==> config.mk <==
export PLATFORM = sky130hd
export DESIGN_NAME = srtf_preemptive_scheduler
export DESIGN_NICKNAME = d
export VERILOG_FILES = /design/src/hdl/srtf_pkg.sv /design/src/hdl/srtf_preemptive_scheduler.sv /design/src/hdl/srtf_table.sv /design/src/hdl/srtf_min_unit.sv
export VERILOG_INCLUDE_DIRS = /design/src /design/src/hdl
export SDC_FILE = /design/constraint.sdc
export NUM_CORES = 2
export LEC_CHECK = 0
export ABC_AREA = 0
export BUFFER_PORTS_ARGS = -buffer_cell sky130_fd_sc_hd__buf_2
export CORE_MARGIN = 2
export CORE_UTILIZATION = 45
export DETAILED_ROUTE_END_ITERATION = 8
export GPL_TIMING_DRIVEN = 0
export PLACE_DENSITY = 0.61
export SLEW_MARGIN = 20
export SYNTH_ARGS = -nofsm -noshare
export SYNTH_HDL_FRONTEND = slang
export SYNTH_SLANG_ARGS = --single-unit
==> constraint.sdc <==
create_clock -name clk_i -period 6.6 [get_ports clk_i]
set_input_delay 0.99 -clock clk_i [delete_from_list [all_inputs] [get_ports clk_i]]
set_output_delay 0.99 -clock clk_i [all_outputs]
set_load 0.02 [all_outputs]
==> src/hdl/assert_macros.svh <==
// Assertion macros shared by the scheduler RTL.
// Depends on nothing; included by files that carry concurrent assertions.
`ifndef ASSERT_MACROS_SVH
`define ASSERT_MACROS_SVH

// Concurrent check of a property, evaluated at every rising edge outside reset.
`define SRTF_ASSERT(lbl, clk, rst_n, prop, msg) \
  lbl: assert property (@(posedge clk) disable iff (!rst_n) (prop)) else $error(msg);

// Implication into the following cycle.
`define SRTF_ASSERT_NEXT(lbl, clk, rst_n, ante, cons, msg) \
  lbl: assert property (@(posedge clk) disable iff (!rst_n) (ante) |=> (cons)) else $error(msg);

`endif

==> src/hdl/srtf_pkg.sv <==
// Shared types and constants of the SRTF scheduler.
// No dependencies; imported by the table, the minimum unit and the top level.
package srtf_pkg;

  localparam int unsigned TIME_W = 16;
  localparam int unsigned SLOT_W = 5;
  localparam int unsigned KIND_W = 3;

  typedef enum logic [KIND_W-1:0] {
    RPT_ACCEPT  = 3'd0,
    RPT_REJECT  = 3'd1,
    RPT_IDLE    = 3'd2,
    RPT_PREEMPT = 3'd3,
    RPT_RAN     = 3'd4
  } rpt_kind_e;

  localparam logic KIND_ARRIVE = 1'b0;
  localparam logic KIND_TICK   = 1'b1;

  // Write request to the job table.
  typedef struct packed {
    logic job_we;  // new job: all three fields
    logic rem_we;  // remaining time only
  } tbl_wr_t;

  // Running result of the minimum search.
  typedef struct packed {
    logic              found;
    logic [TIME_W-1:0] best;
  } min_stat_t;

endpackage

==> src/hdl/srtf_preemptive_scheduler.sv <==
// Shortest-remaining-time-first scheduler: an arrival is taken and answered in the
// next cycle; a tick with jobs loaded stays busy while it scans every loaded slot,
// drains, decides and finishes (no finish if all loaded jobs are done, and busy
// stays low if no job was ever loaded). The scan uses the single read port of the
// job table, which a shared compare unit walks one slot per cycle. Results appear
// on strobe for one cycle each and cannot be held off; a preemption gives two
// results on consecutive cycles, the second with last_report_o set.
// Depends on srtf_pkg, srtf_table, srtf_min_unit and assert_macros.svh.
`include "assert_macros.svh"

module srtf_preemptive_scheduler import srtf_pkg::*; #(
  parameter int unsigned MAX_JOBS = 32
) (
  input  logic              clk_i,
  input  logic              rst_ni,
  input  logic              start,
  output logic              busy,
  input  logic              kind_i,
  input  logic [TIME_W-1:0] burst_length_i,
  output logic              strobe,
  output logic [KIND_W-1:0] report_kind_o,
  output logic [SLOT_W-1:0] job_slot_o,
  output logic              segment_closed_o,
  output logic [TIME_W-1:0] segment_start_o,
  output logic [TIME_W-1:0] segment_finish_o,
  output logic              job_done_o,
  output logic [TIME_W-1:0] turnaround_o,
  output logic [TIME_W-1:0] waiting_o,
  output logic [TIME_W-1:0] finish_time_o,
  output logic              last_report_o
);

  localparam int unsigned AW = $clog2(MAX_JOBS);
  localparam int unsigned LW = $clog2(MAX_JOBS + 1);

  typedef enum logic [2:0] {
    ST_IDLE,
    ST_SCAN,
    ST_DRAIN,
    ST_DECIDE,
    ST_FINISH
  } state_e;

  state_e            state_q;
  logic [TIME_W-1:0] now_q;
  logic [LW-1:0]     loaded_q;
  logic              run_valid_q;
  logic [AW-1:0]     run_slot_q;
  logic [TIME_W-1:0] seg_begin_q;
  logic [AW-1:0]     scan_idx_q;
  logic              feed_q;
  logic [AW-1:0]     feed_idx_q;

  logic              strobe_q;
  rpt_kind_e         kind_q;
  logic [SLOT_W-1:0] slot_q;
  logic              closed_q;
  logic [TIME_W-1:0] start_q;
  logic [TIME_W-1:0] fin_q;
  logic              done_q;
  logic [TIME_W-1:0] tat_q;
  logic [TIME_W-1:0] wt_q;
  logic [TIME_W-1:0] ft_q;
  logic              last_q;

  logic              accept;
  logic              table_full;
  logic              scan_last;
  logic [TIME_W-1:0] now_inc;
  logic [TIME_W-1:0] rem_new;
  logic [TIME_W-1:0] tat;
  logic [TIME_W-1:0] wt;

  tbl_wr_t           tbl_wr;
  logic [AW-1:0]     tbl_wr_addr;
  logic [TIME_W-1:0] tbl_wr_rem;
  logic [AW-1:0]     tbl_rd_addr;
  logic [TIME_W-1:0] rd_rem, rd_arr, rd_bur;

  min_stat_t         min_stat;
  logic [AW-1:0]     min_sel;
  logic              min_clear;

  assign accept     = start && !busy;
  assign busy       = (state_q != ST_IDLE);
  assign table_full = (loaded_q == LW'(MAX_JOBS));
  assign scan_last  = ((LW'(scan_idx_q) + LW'(1)) == loaded_q);
  assign now_inc    = now_q + TIME_W'(1);
  assign rem_new    = min_stat.best - TIME_W'(1);
  assign tat        = now_inc - rd_arr;
  assign wt         = tat - rd_bur;
  assign min_clear  = accept && (kind_i == KIND_TICK);

  always_comb begin
    tbl_wr        = '0;
    tbl_wr_addr   = min_sel;
    tbl_wr_rem    = rem_new;
    if (accept && (kind_i == KIND_ARRIVE) && (burst_length_i != '0) && !table_full) begin
      tbl_wr.job_we = 1'b1;
      tbl_wr_addr   = loaded_q[AW-1:0];
      tbl_wr_rem    = burst_length_i;
    end else if (state_q == ST_FINISH) begin
      tbl_wr.rem_we = 1'b1;
    end
  end

  assign tbl_rd_addr = (state_q == ST_SCAN) ? scan_idx_q : min_sel;

  srtf_table #(
    .DEPTH(MAX_JOBS),
    .AW   (AW)
  ) u_table (
    .clk_i    (clk_i),
    .wr_i     (tbl_wr),
    .wr_addr_i(tbl_wr_addr),
    .wr_rem_i (tbl_wr_rem),
    .wr_arr_i (now_q),
    .wr_bur_i (burst_length_i),
    .rd_addr_i(tbl_rd_addr),
    .rd_rem_o (rd_rem),
    .rd_arr_o (rd_arr),
    .rd_bur_o (rd_bur)
  );

  srtf_min_unit #(
    .AW(AW)
  ) u_min (
    .clk_i  (clk_i),
    .rst_ni (rst_ni),
    .clear_i(min_clear),
    .feed_i (feed_q),
    .rem_i  (rd_rem),
    .idx_i  (feed_idx_q),
    .stat_o (min_stat),
    .sel_o  (min_sel)
  );

  always_ff @(posedge clk_i or negedge rst_ni) begin
    if (!rst_ni) begin
      state_q     <= ST_IDLE;
      now_q       <= '0;
      loaded_q    <= '0;
      run_valid_q <= 1'b0;
      run_slot_q  <= '0;
      seg_begin_q <= '0;
      scan_idx_q  <= '0;
      feed_q      <= 1'b0;
      feed_idx_q  <= '0;
      strobe_q    <= 1'b0;
      kind_q      <= RPT_ACCEPT;
      slot_q      <= '0;
      closed_q    <= 1'b0;
      start_q     <= '0;
      fin_q       <= '0;
      done_q      <= 1'b0;
      tat_q       <= '0;
      wt_q        <= '0;
      ft_q        <= '0;
      last_q      <= 1'b0;
    end else begin
      strobe_q   <= 1'b0;
      feed_q     <= (state_q == ST_SCAN);
      feed_idx_q <= scan_idx_q;
      case (state_q)
        ST_IDLE: begin
          if (accept) begin
            // Every report starts from a clean set of fields.
            slot_q   <= '0;
            closed_q <= 1'b0;
            start_q  <= '0;
            fin_q    <= '0;
            done_q   <= 1'b0;
            tat_q    <= '0;
            wt_q     <= '0;
            ft_q     <= '0;
            last_q   <= 1'b1;
            if (kind_i == KIND_ARRIVE) begin
              strobe_q <= 1'b1;
              if ((burst_length_i == '0) || table_full) begin
                kind_q <= RPT_REJECT;
              end else begin
                kind_q   <= RPT_ACCEPT;
                slot_q   <= SLOT_W'(loaded_q[AW-1:0]);
                loaded_q <= loaded_q + LW'(1);
              end
            end else if (loaded_q == '0) begin
              strobe_q <= 1'b1;
              kind_q   <= RPT_IDLE;
              now_q    <= now_inc;
            end else begin
              scan_idx_q <= '0;
              state_q    <= ST_SCAN;
            end
          end
        end
        ST_SCAN: begin
          if (scan_last) begin
            state_q <= ST_DRAIN;
          end else begin
            scan_idx_q <= scan_idx_q + AW'(1);
          end
        end
        ST_DRAIN: begin
          state_q <= ST_DECIDE;
        end
        ST_DECIDE: begin
          if (!min_stat.found) begin
            strobe_q <= 1'b1;
            kind_q   <= RPT_IDLE;
            now_q    <= now_inc;
            state_q  <= ST_IDLE;
          end else begin
            // A different pick closes the running segment at the current time.
            if (run_valid_q && (run_slot_q != min_sel)) begin
              strobe_q <= 1'b1;
              kind_q   <= RPT_PREEMPT;
              slot_q   <= SLOT_W'(run_slot_q);
              closed_q <= 1'b1;
              start_q  <= seg_begin_q;
              fin_q    <= now_q;
              last_q   <= 1'b0;
            end
            if (!run_valid_q || (run_slot_q != min_sel)) begin
              seg_begin_q <= now_q;
            end
            run_valid_q <= 1'b1;
            run_slot_q  <= min_sel;
            state_q     <= ST_FINISH;
          end
        end
        ST_FINISH: begin
          strobe_q <= 1'b1;
          kind_q   <= RPT_RAN;
          slot_q   <= SLOT_W'(min_sel);
          last_q   <= 1'b1;
          now_q    <= now_inc;
          if (rem_new == '0) begin
            closed_q    <= 1'b1;
            start_q     <= seg_begin_q;
            fin_q       <= now_inc;
            done_q      <= 1'b1;
            tat_q       <= tat;
            wt_q        <= wt;
            ft_q        <= now_inc;
            run_valid_q <= 1'b0;
          end else begin
            closed_q <= 1'b0;
            start_q  <= '0;
            fin_q    <= '0;
            done_q   <= 1'b0;
            tat_q    <= '0;
            wt_q     <= '0;
            ft_q     <= '0;
          end
          state_q <= ST_IDLE;
        end
        default: begin
          state_q <= ST_IDLE;
        end
      endcase
    end
  end

  assign strobe           = strobe_q;
  assign report_kind_o    = kind_q;
  assign job_slot_o       = slot_q;
  assign segment_closed_o = closed_q;
  assign segment_start_o  = start_q;
  assign segment_finish_o = fin_q;
  assign job_done_o       = done_q;
  assign turnaround_o     = tat_q;
  assign waiting_o        = wt_q;
  assign finish_time_o    = ft_q;
  assign last_report_o    = last_q;

  // A preemption report is always followed at once by the report for the new run.
  `SRTF_ASSERT_NEXT(a_preempt_then_run, clk_i, rst_ni,
                    strobe && (report_kind_o == RPT_PREEMPT),
                    strobe && (report_kind_o == RPT_RAN) && last_report_o,
                    "preemption not followed by run report")
  `SRTF_ASSERT(a_loaded_bound, clk_i, rst_ni,
               loaded_q <= LW'(MAX_JOBS),
               "job count beyond table depth")
  `SRTF_ASSERT(a_found_nonzero, clk_i, rst_ni,
               !((state_q == ST_DECIDE) && min_stat.found && (min_stat.best == '0)),
               "picked job has no remaining time")
  `SRTF_ASSERT(a_done_times, clk_i, rst_ni,
               !(strobe && job_done_o) ||
               (segment_closed_o && (finish_time_o == segment_finish_o)),
               "completion times disagree")

endmodule

==> src/hdl/srtf_table.sv <==
// Job table of the SRTF scheduler: remaining time, arrival stamp and burst per slot.
// Depends on srtf_pkg. One write port and one registered read port.
module srtf_table import srtf_pkg::*; #(
  parameter int unsigned DEPTH = 32,
  parameter int unsigned AW    = 5
) (
  input  logic              clk_i,
  input  tbl_wr_t           wr_i,
  input  logic [AW-1:0]     wr_addr_i,
  input  logic [TIME_W-1:0] wr_rem_i,
  input  logic [TIME_W-1:0] wr_arr_i,
  input  logic [TIME_W-1:0] wr_bur_i,
  input  logic [AW-1:0]     rd_addr_i,
  output logic [TIME_W-1:0] rd_rem_o,
  output logic [TIME_W-1:0] rd_arr_o,
  output logic [TIME_W-1:0] rd_bur_o
);

  logic [TIME_W-1:0] rem_mem [DEPTH];
  logic [TIME_W-1:0] arr_mem [DEPTH];
  logic [TIME_W-1:0] bur_mem [DEPTH];

  always_ff @(posedge clk_i) begin
    if (wr_i.job_we || wr_i.rem_we) begin
      rem_mem[wr_addr_i] <= wr_rem_i;
    end
    if (wr_i.job_we) begin
      arr_mem[wr_addr_i] <= wr_arr_i;
      bur_mem[wr_addr_i] <= wr_bur_i;
    end
  end

  always_ff @(posedge clk_i) begin
    rd_rem_o <= rem_mem[rd_addr_i];
    rd_arr_o <= arr_mem[rd_addr_i];
    rd_bur_o <= bur_mem[rd_addr_i];
  end

endmodule

==> src/hdl/srtf_min_unit.sv <==
// Shared compare unit: keeps the least nonzero remaining time seen and its slot.
// Depends on srtf_pkg. Fed one table entry per cycle by the sequencer.
module srtf_min_unit import srtf_pkg::*; #(
  parameter int unsigned AW = 5
) (
  input  logic              clk_i,
  input  logic              rst_ni,
  input  logic              clear_i,
  input  logic              feed_i,
  input  logic [TIME_W-1:0] rem_i,
  input  logic [AW-1:0]     idx_i,
  output min_stat_t         stat_o,
  output logic [AW-1:0]     sel_o
);

  min_stat_t     stat_q, stat_d;
  logic [AW-1:0] sel_q, sel_d;

  // Strictly less keeps the lower slot on a tie, as slots arrive in order.
  always_comb begin
    stat_d = stat_q;
    sel_d  = sel_q;
    if (clear_i) begin
      stat_d.found = 1'b0;
    end else if (feed_i && (rem_i != '0) && (!stat_q.found || (rem_i < stat_q.best))) begin
      stat_d.found = 1'b1;
      stat_d.best  = rem_i;
      sel_d        = idx_i;
    end
  end

  always_ff @(posedge clk_i or negedge rst_ni) begin
    if (!rst_ni) begin
      stat_q <= '0;
      sel_q  <= '0;
    end else begin
      stat_q <= stat_d;
      sel_q  <= sel_d;
    end
  end

  assign stat_o = stat_q;
  assign sel_o  = sel_q;

endmodule
* Yosys cells after proc, flatten, opt, wreduce, memory -nomap -nowiden
Memory sizes are Yosys's and may differ from the RTL's. A register that Yosys moved wholly into a read port is not among the register bits.
Index checks and enable logic that the tools add are counted.
** Word-level totals
- Flip-flop bits (word level) :: 172
- Bits of input ports :: 20
- RAM bits :: 1536
- Logic and storage cells :: 169
- Memories :: 3
- Bits in read-only memories :: 0
- Output and inout port bits :: 93
- Bits in latches :: 0
** Memories
- u_table.arr_mem :: depth 32, width 16, read ports 1, clocked after Yosys merged registers in 1, write ports 1, line srtf_table.sv:20 : logic [TIME_W-1:0] arr_mem [DEPTH];
- u_table.bur_mem :: depth 32, width 16, read ports 1, clocked after Yosys merged registers in 1, write ports 1, line srtf_table.sv:21 : logic [TIME_W-1:0] bur_mem [DEPTH];
- u_table.rem_mem :: depth 32, width 16, read ports 1, clocked after Yosys merged registers in 1, write ports 1, line srtf_table.sv:19 : logic [TIME_W-1:0] rem_mem [DEPTH];
** Cells by class
- Add/sub/neg operators :: 7
- Shifts and indexed selects :: 0
- Bitwise gates (word level) :: 3
- Reductions and logical operators :: 39
- Divide/modulo/power cells :: 0
- Multiplexer cells :: 74
- Multipliers :: 0
- Eq/ne operators :: 19
- Order comparisons :: 1
** Operator list (number)
- $mux 16 :: 14
- $pmux 16 s3 :: 3
- $pmux 16 s2 :: 3
- $mux 5 :: 11
- $logic_not 16->1 :: 2
- $reduce_bool 16->1 :: 2
- $sub 16x16->16 :: 2
- $mux 3 :: 10
- $mux 1 :: 23
- $mux 17 :: 1
- $add 16x1->16 const B :: 1
- $lt 16x16->1 :: 1
- $ne 2x2->1 const B :: 8
- $reduce_and 4->1 :: 4
- $sub 16x1->16 const B :: 1
- $pmux 5 s3 :: 1
- $pmux 3 s4 :: 1
- $pmux 5 s2 :: 1
- $reduce_and 5->1 :: 2
- $pmux 1 s3 :: 3
- $pmux 3 s3 :: 1
- $logic_and 1x1->1 :: 8
- $reduce_bool 2->1 :: 4
- $add 5x1->6 const B :: 1
- other kinds (19) :: 35

* Logic depth before layout (Yosys ltp)
- Depth in word-level cells :: 10
- Mapped depth :: 20

* Hierarchy
From an unflattened synthesis, not the netlist that was laid out.
** Unflattened totals
- Cells, all modules :: 4404
- Area, all modules :: 70654.0 µm²
** By module, submodules not included
- srtf_table :: area an instance 60872.1 µm², instances 1, seq. area each 47085.2 µm², cells an instance 3409
- srtf_preemptive_scheduler :: area an instance 8461.9 µm², instances 1, seq. area each 3753.6 µm², cells an instance 890
- srtf_min_unit :: area an instance 1320.0 µm², instances 1, seq. area each 550.5 µm², cells an instance 105

* Worst setup path before layout
No wires, ideal clock.
- Path type :: register to register
- Start :: register now_q[0]
- End :: register wt_q[15], in the netlist waiting_o[15]
- Period minus slack after synthesis :: 4554 ps
- Required time :: 6479 ps
- Setup slack :: 2046 ps
- Arrival time :: 4433 ps
- Buffers on the path :: 0
- Stages on the path, launching flop included :: 20
- Setup time :: 121 ps
- Cells stage by stage :: dfrtp_1 -> ha_1 -> nand3_1 -> nor2_1 -> xor2_1 -> ha_1 -> or3_1 -> o21ai_0 -> a21oi_1 -> a21o_1 -> a21oi_1 -> xnor2_1 -> ha_1 -> or3_1 -> a221oi_1 -> o21ai_0 -> o41ai_1 -> xnor2_1 -> xnor2_1 -> a22o_1
** On the way
- Cells in the longest elaborated chain, start to end :: 5
** Ends and longest elaborated chain
- from (decl) :: line srtf_preemptive_scheduler.sv:45 : logic [TIME_W-1:0] now_q;
- from (signal assigned) :: line srtf_preemptive_scheduler.sv:189 : now_q <= now_inc;
- from (signal assigned) :: line srtf_preemptive_scheduler.sv:210 : now_q <= now_inc;
- from (signal assigned) :: line srtf_preemptive_scheduler.sv:236 : now_q <= now_inc;
- $add 16x1->16 :: line srtf_preemptive_scheduler.sv:88 : assign now_inc = now_q + TIME_W'(1);
- via now_inc[6] :: line srtf_preemptive_scheduler.sv:69 : logic [TIME_W-1:0] now_inc;
- $sub 16x16->16 :: line srtf_preemptive_scheduler.sv:90 : assign tat = now_inc - rd_arr;
- $sub 16x16->16 :: line srtf_preemptive_scheduler.sv:91 : assign wt = tat - rd_bur;
- $mux 16 :: line srtf_preemptive_scheduler.sv:237 : if (rem_new == '0) begin
- $pmux 16 s2 :: line srtf_preemptive_scheduler.sv:164 : case (state_q)
- to (signal assigned) :: line srtf_preemptive_scheduler.sv:243 : wt_q <= wt;
- to (decl) :: line srtf_preemptive_scheduler.sv:62 : logic [TIME_W-1:0] wt_q;
The timed path passes the listed nets, and every way through them passes these cells.
A chain may end at the register's enable or synchronous reset.

* Final worst setup path
- Start :: register now_q[1]
- End :: register wt_q[15], in the netlist waiting_o[15]
The elaborated chain is that of the path after synthesis.

==> results.txt <==
Status: complete, no violations
Achievable Freq: 176 MHz
Share of final-layout standard cells stronger than drive strength 1: 0.242
CTS tree: done
Most Frequent Cell on Critical Path: sky130_fd_sc_hd__xnor2_1
Cell at the root of the clock tree: sky130_fd_sc_hd__clkbuf_16
Number of standard-cell rows in the floorplan: 144
TritonRoute pass-1 iters: 8
Warnings from Yosys: 0
Vias post-DR: 38100
Number of enable flip-flop cells after synthesis: 1536
GRT Util Overall: 0.236
Vias in the first global route: 38400
Main synth FF type: sky130_fd_sc_hd__edfxtp_1
Slowest library cell on the worst path: sky130_fd_sc_hd__dfrtp_2
Post-layout power: 0.0363 W
Top-level I/O count: 113
Net count after synthesis: 3992
Leakage power figure: 28.2 nW
Clock Sinks: 1756
Count of H-tree levels built during CTS: 4
Relative slew slack: 0.225
Worst-case vdd ir drop: 0.000272 V
Drc violations: 0
Total Wirelength: 186000 µm
Data arrival, critical path: 6.34 ns
Actual slew at the worst max-slew pin: 1.16 ns
Area of the mapped netlist: 0.0695 mm²
Power per cell area: 450 mW/mm²
Portion of the post-synthesis area used by sequential elements: 0.740
Critical path, cell by cell: ha_1 -> nand3_1 -> nor3_1 -> and3_1 -> nand3_1 -> xnor2_1 -> ha_1 -> and4_1 -> a221oi_1 -> nor2b_1 -> xnor2_1 -> ha_1 -> nor3_1 -> nor2_1 -> o41ai_1 -> xnor2_1 -> xnor2_1 -> a22o_1
Setup violations, final: 0
Inserted Clock Buffers: 176
Share of synthesized registers carrying an async set or reset: 0.0979
Placer Congestion: 0.896
Starting Density: 0.452
Cell accounting for the most synthesized area: sky130_fd_sc_hd__edfxtp_1
Remaining antenna violation count: 0
Minimum period implied by the final worst setup slack: 5.67 ns
Synth top area share: 0.664
Final setup skew: 0.0260 ns
Worst-skew pair later-pin latency: 0.81 ns
Critical Setup Path Class: reg -> reg
Max-slew violation count: 0
Cell with the most instances after synthesis: sky130_fd_sc_hd__edfxtp_1
Aggregate global routing overflow: 0
Layout filler cell count: 12200
Clk pin slew, worst setup/hold paths: 0.06 ns
Global-route wire length before repair: 267000 µm
Hold WC Path Type: in -> async
Buffers inserted by post-CTS timing repair: 0
Port Buffers: 112
Area growth, synth to finish: 16.0%
Final Cell Area: 0.0806 mm²
Largest net degree at the start of global routing: 89
Iteration-0 DRC count of the detailed router: 4225
Post-synthesis cell type count: 69
Synth Register Bits: 1756
Final critical-path share of the clock period: 0.859
Critical path endpoint category: register
Number of cells produced by synthesis: 3919
Biggest cell delay along the critical path: 0.86 ns
Mean routed wirelength per cell: 28.5 µm
Chip Height: 397 µm
Number of antenna violations at the first check in global routing: 11
Required time worst endpoint: 7.27 ns
Vias per std cell: 5.85
Avg Cell Area, Syn: 17.7 µm²
Area after DPL: 0.0749 mm²
HPWL after detailed placement: 129000 µm
RSZ-0062 raised after global routing: false
CTS Buffer Depth: 3
Leading cell types by total area after synthesis: sky130_fd_sc_hd__edfxtp_1 66%, sky130_fd_sc_hd__mux4_2 12%, sky130_fd_sc_hd__dfrtp_1 6.2%
TNS Setup: 0 ns
Die extent in x: 397 µm
Die area: 0.158 mm²
Crit path launch type: register
Final number of hold-violating endpoints: 0
Count of instances resized after the clock tree is built: 0
Area of the core: 0.154 mm²
Most frequent cells after synthesis: 1536 x sky130_fd_sc_hd__edfxtp_1, 543 x sky130_fd_sc_hd__nand2_1, 384 x sky130_fd_sc_hd__mux4_2
Highest fanout seen on the critical path: 37
Number of buffers inserted by hold repair at cts: 0
Number of max-capacitance violations reported: 0
Nets: 4393
## report_power, final
group,leakage (nW),internal (W),switching [W]
clock network,2.79,0.00564,0.00420
registers,16.9,0.0134,0.000560
logic,8.51,0.00497,0.00756
total,28.2,0.0240,0.0123
## final timing paths
path | from | end | slack (ns) | depth (start not counted)
worst max-delay path | now_q[1]$_DFFE_PN0P_ | waiting_o[15]$_DFFE_PN0P_ | 0.93 | 18
worst min-delay path | rst_ni | waiting_o[1]$_DFFE_PN0P_ | 0.16 | 1
min in group clk_i | scan_idx_q[3]$_DFFE_PN0P_ | feed_idx_q[3]$_DFF_PN0_ | 0.37 | 0
worst min register to register | scan_idx_q[3]$_DFFE_PN0P_ | feed_idx_q[3]$_DFF_PN0_ | 0.37 | 0
max in group asynchronous | rst_ni | u_min.stat_o[1]$_DFFE_PN0P_ | 5.41 | 2
worst max register to register | now_q[1]$_DFFE_PN0P_ | waiting_o[15]$_DFFE_PN0P_ | 0.93 | 18
## cell type report
type / count / area, µm² / share of cell area
multi-input cells: 1886 / 17600 / 0.219
repair buffers: 223 / 2220 / 0.0276
clock inverters: 91 / 862 / 0.0107
diodes: 4 / 10.0 / 0.000124
clock buffers: 230 / 4810 / 0.0597
plain buffers: 212 / 872 / 0.0108
inverters: 65 / 244 / 0.00303
well taps: 2044 / 2560 / 0.0317
flip-flops and latches: 1756 / 51400 / 0.638
## per-stage QoR
step           setup WS [ns]  cells  utilization  hold WS, ns
2_1_floorplan           2.05   3919            -        0.352
3_5_place_dp           0.588   6185        0.487        0.359
5_1_grt                0.466   6507        0.525        0.212
6_report               0.929   6511        0.525        0.164
3_3_place_gp           -1.20   6075        0.472        0.362
4_1_cts                0.742   6506        0.524        0.170
## critical path, delay by kind of cell (launching register included)
kind | cells | cell delay, ns
and+or+nand+nor | 8 | 1.91
adders and majority gates | 3 | 1.07
xor gates and xnor gates | 4 | 0.87
DFF | 1 | 0.86
AOI/OAI and AO/OA | 3 | 0.83
## cell usage in the layout, fill, tap and decap left out, drive strengths merged, types with 4 or more instances in the layout
master	netlist	final
edfxtp	1536	1536
nand2	543	543
mux4	384	384
clkbuf	141	371
buf	71	294
nand3	276	276
dfrtp	172	172
o21ai	102	102
nor2	96	96
clkinv	0	72
inv	65	69
xnor2	56	56
a22o	53	53
ha	51	51
dfxtp	48	48
mux2	43	43
nor3	42	42
a21oi	40	40
xor2	26	26
a21o	23	23
nand2b	14	14
and2	14	14
a31oi	14	14
bufinv	0	13
nor4	12	12
and3	9	9
nor2b	9	9
nand4	9	9
and4	6	6
or3	5	5
mux2i	5	5
diode	0	4
a222oi	4	4
## kinds of logic (layout without fill, tap and decap cells)
family          count (synthesis)  after routing  synth area share
flops                        1756           1756             0.740
simple gates                 1048           1048            0.0669
mux                           432            432             0.132
buf+inv                       277            821            0.0158
compound gates                271            271            0.0253
xor+xnor                       82             82            0.0103
fa+ha+maj                      53             53           0.00976
other cells                     0              4                 0
## registers in the layout, summed over array words and instances (netlist names), 6 cells and up
signal / count
finish_time_o: 16
loaded_q: 6
now_q: 16
seg_begin_q: 16
segment_finish_o: 16
segment_start_o: 16
turnaround_o: 16
u_min.stat_o: 17
u_table.arr_mem: 512
u_table.bur_mem: 512
u_table.rd_arr_o: 16
u_table.rd_bur_o: 16
u_table.rd_rem_o: 16
u_table.rem_mem: 512
waiting_o: 16
## metal layers
metal	part of all wire	GRT usage	vias to the layer above
met5	0	0	-
met1	0.42	0.334	20000
met2	0.48	0.373	1575
li1	-	-	16200
met4	0.036	0.0865	0
met3	0.073	0.0367	305
Note: power is estimated with default switching activity, not from simulation.
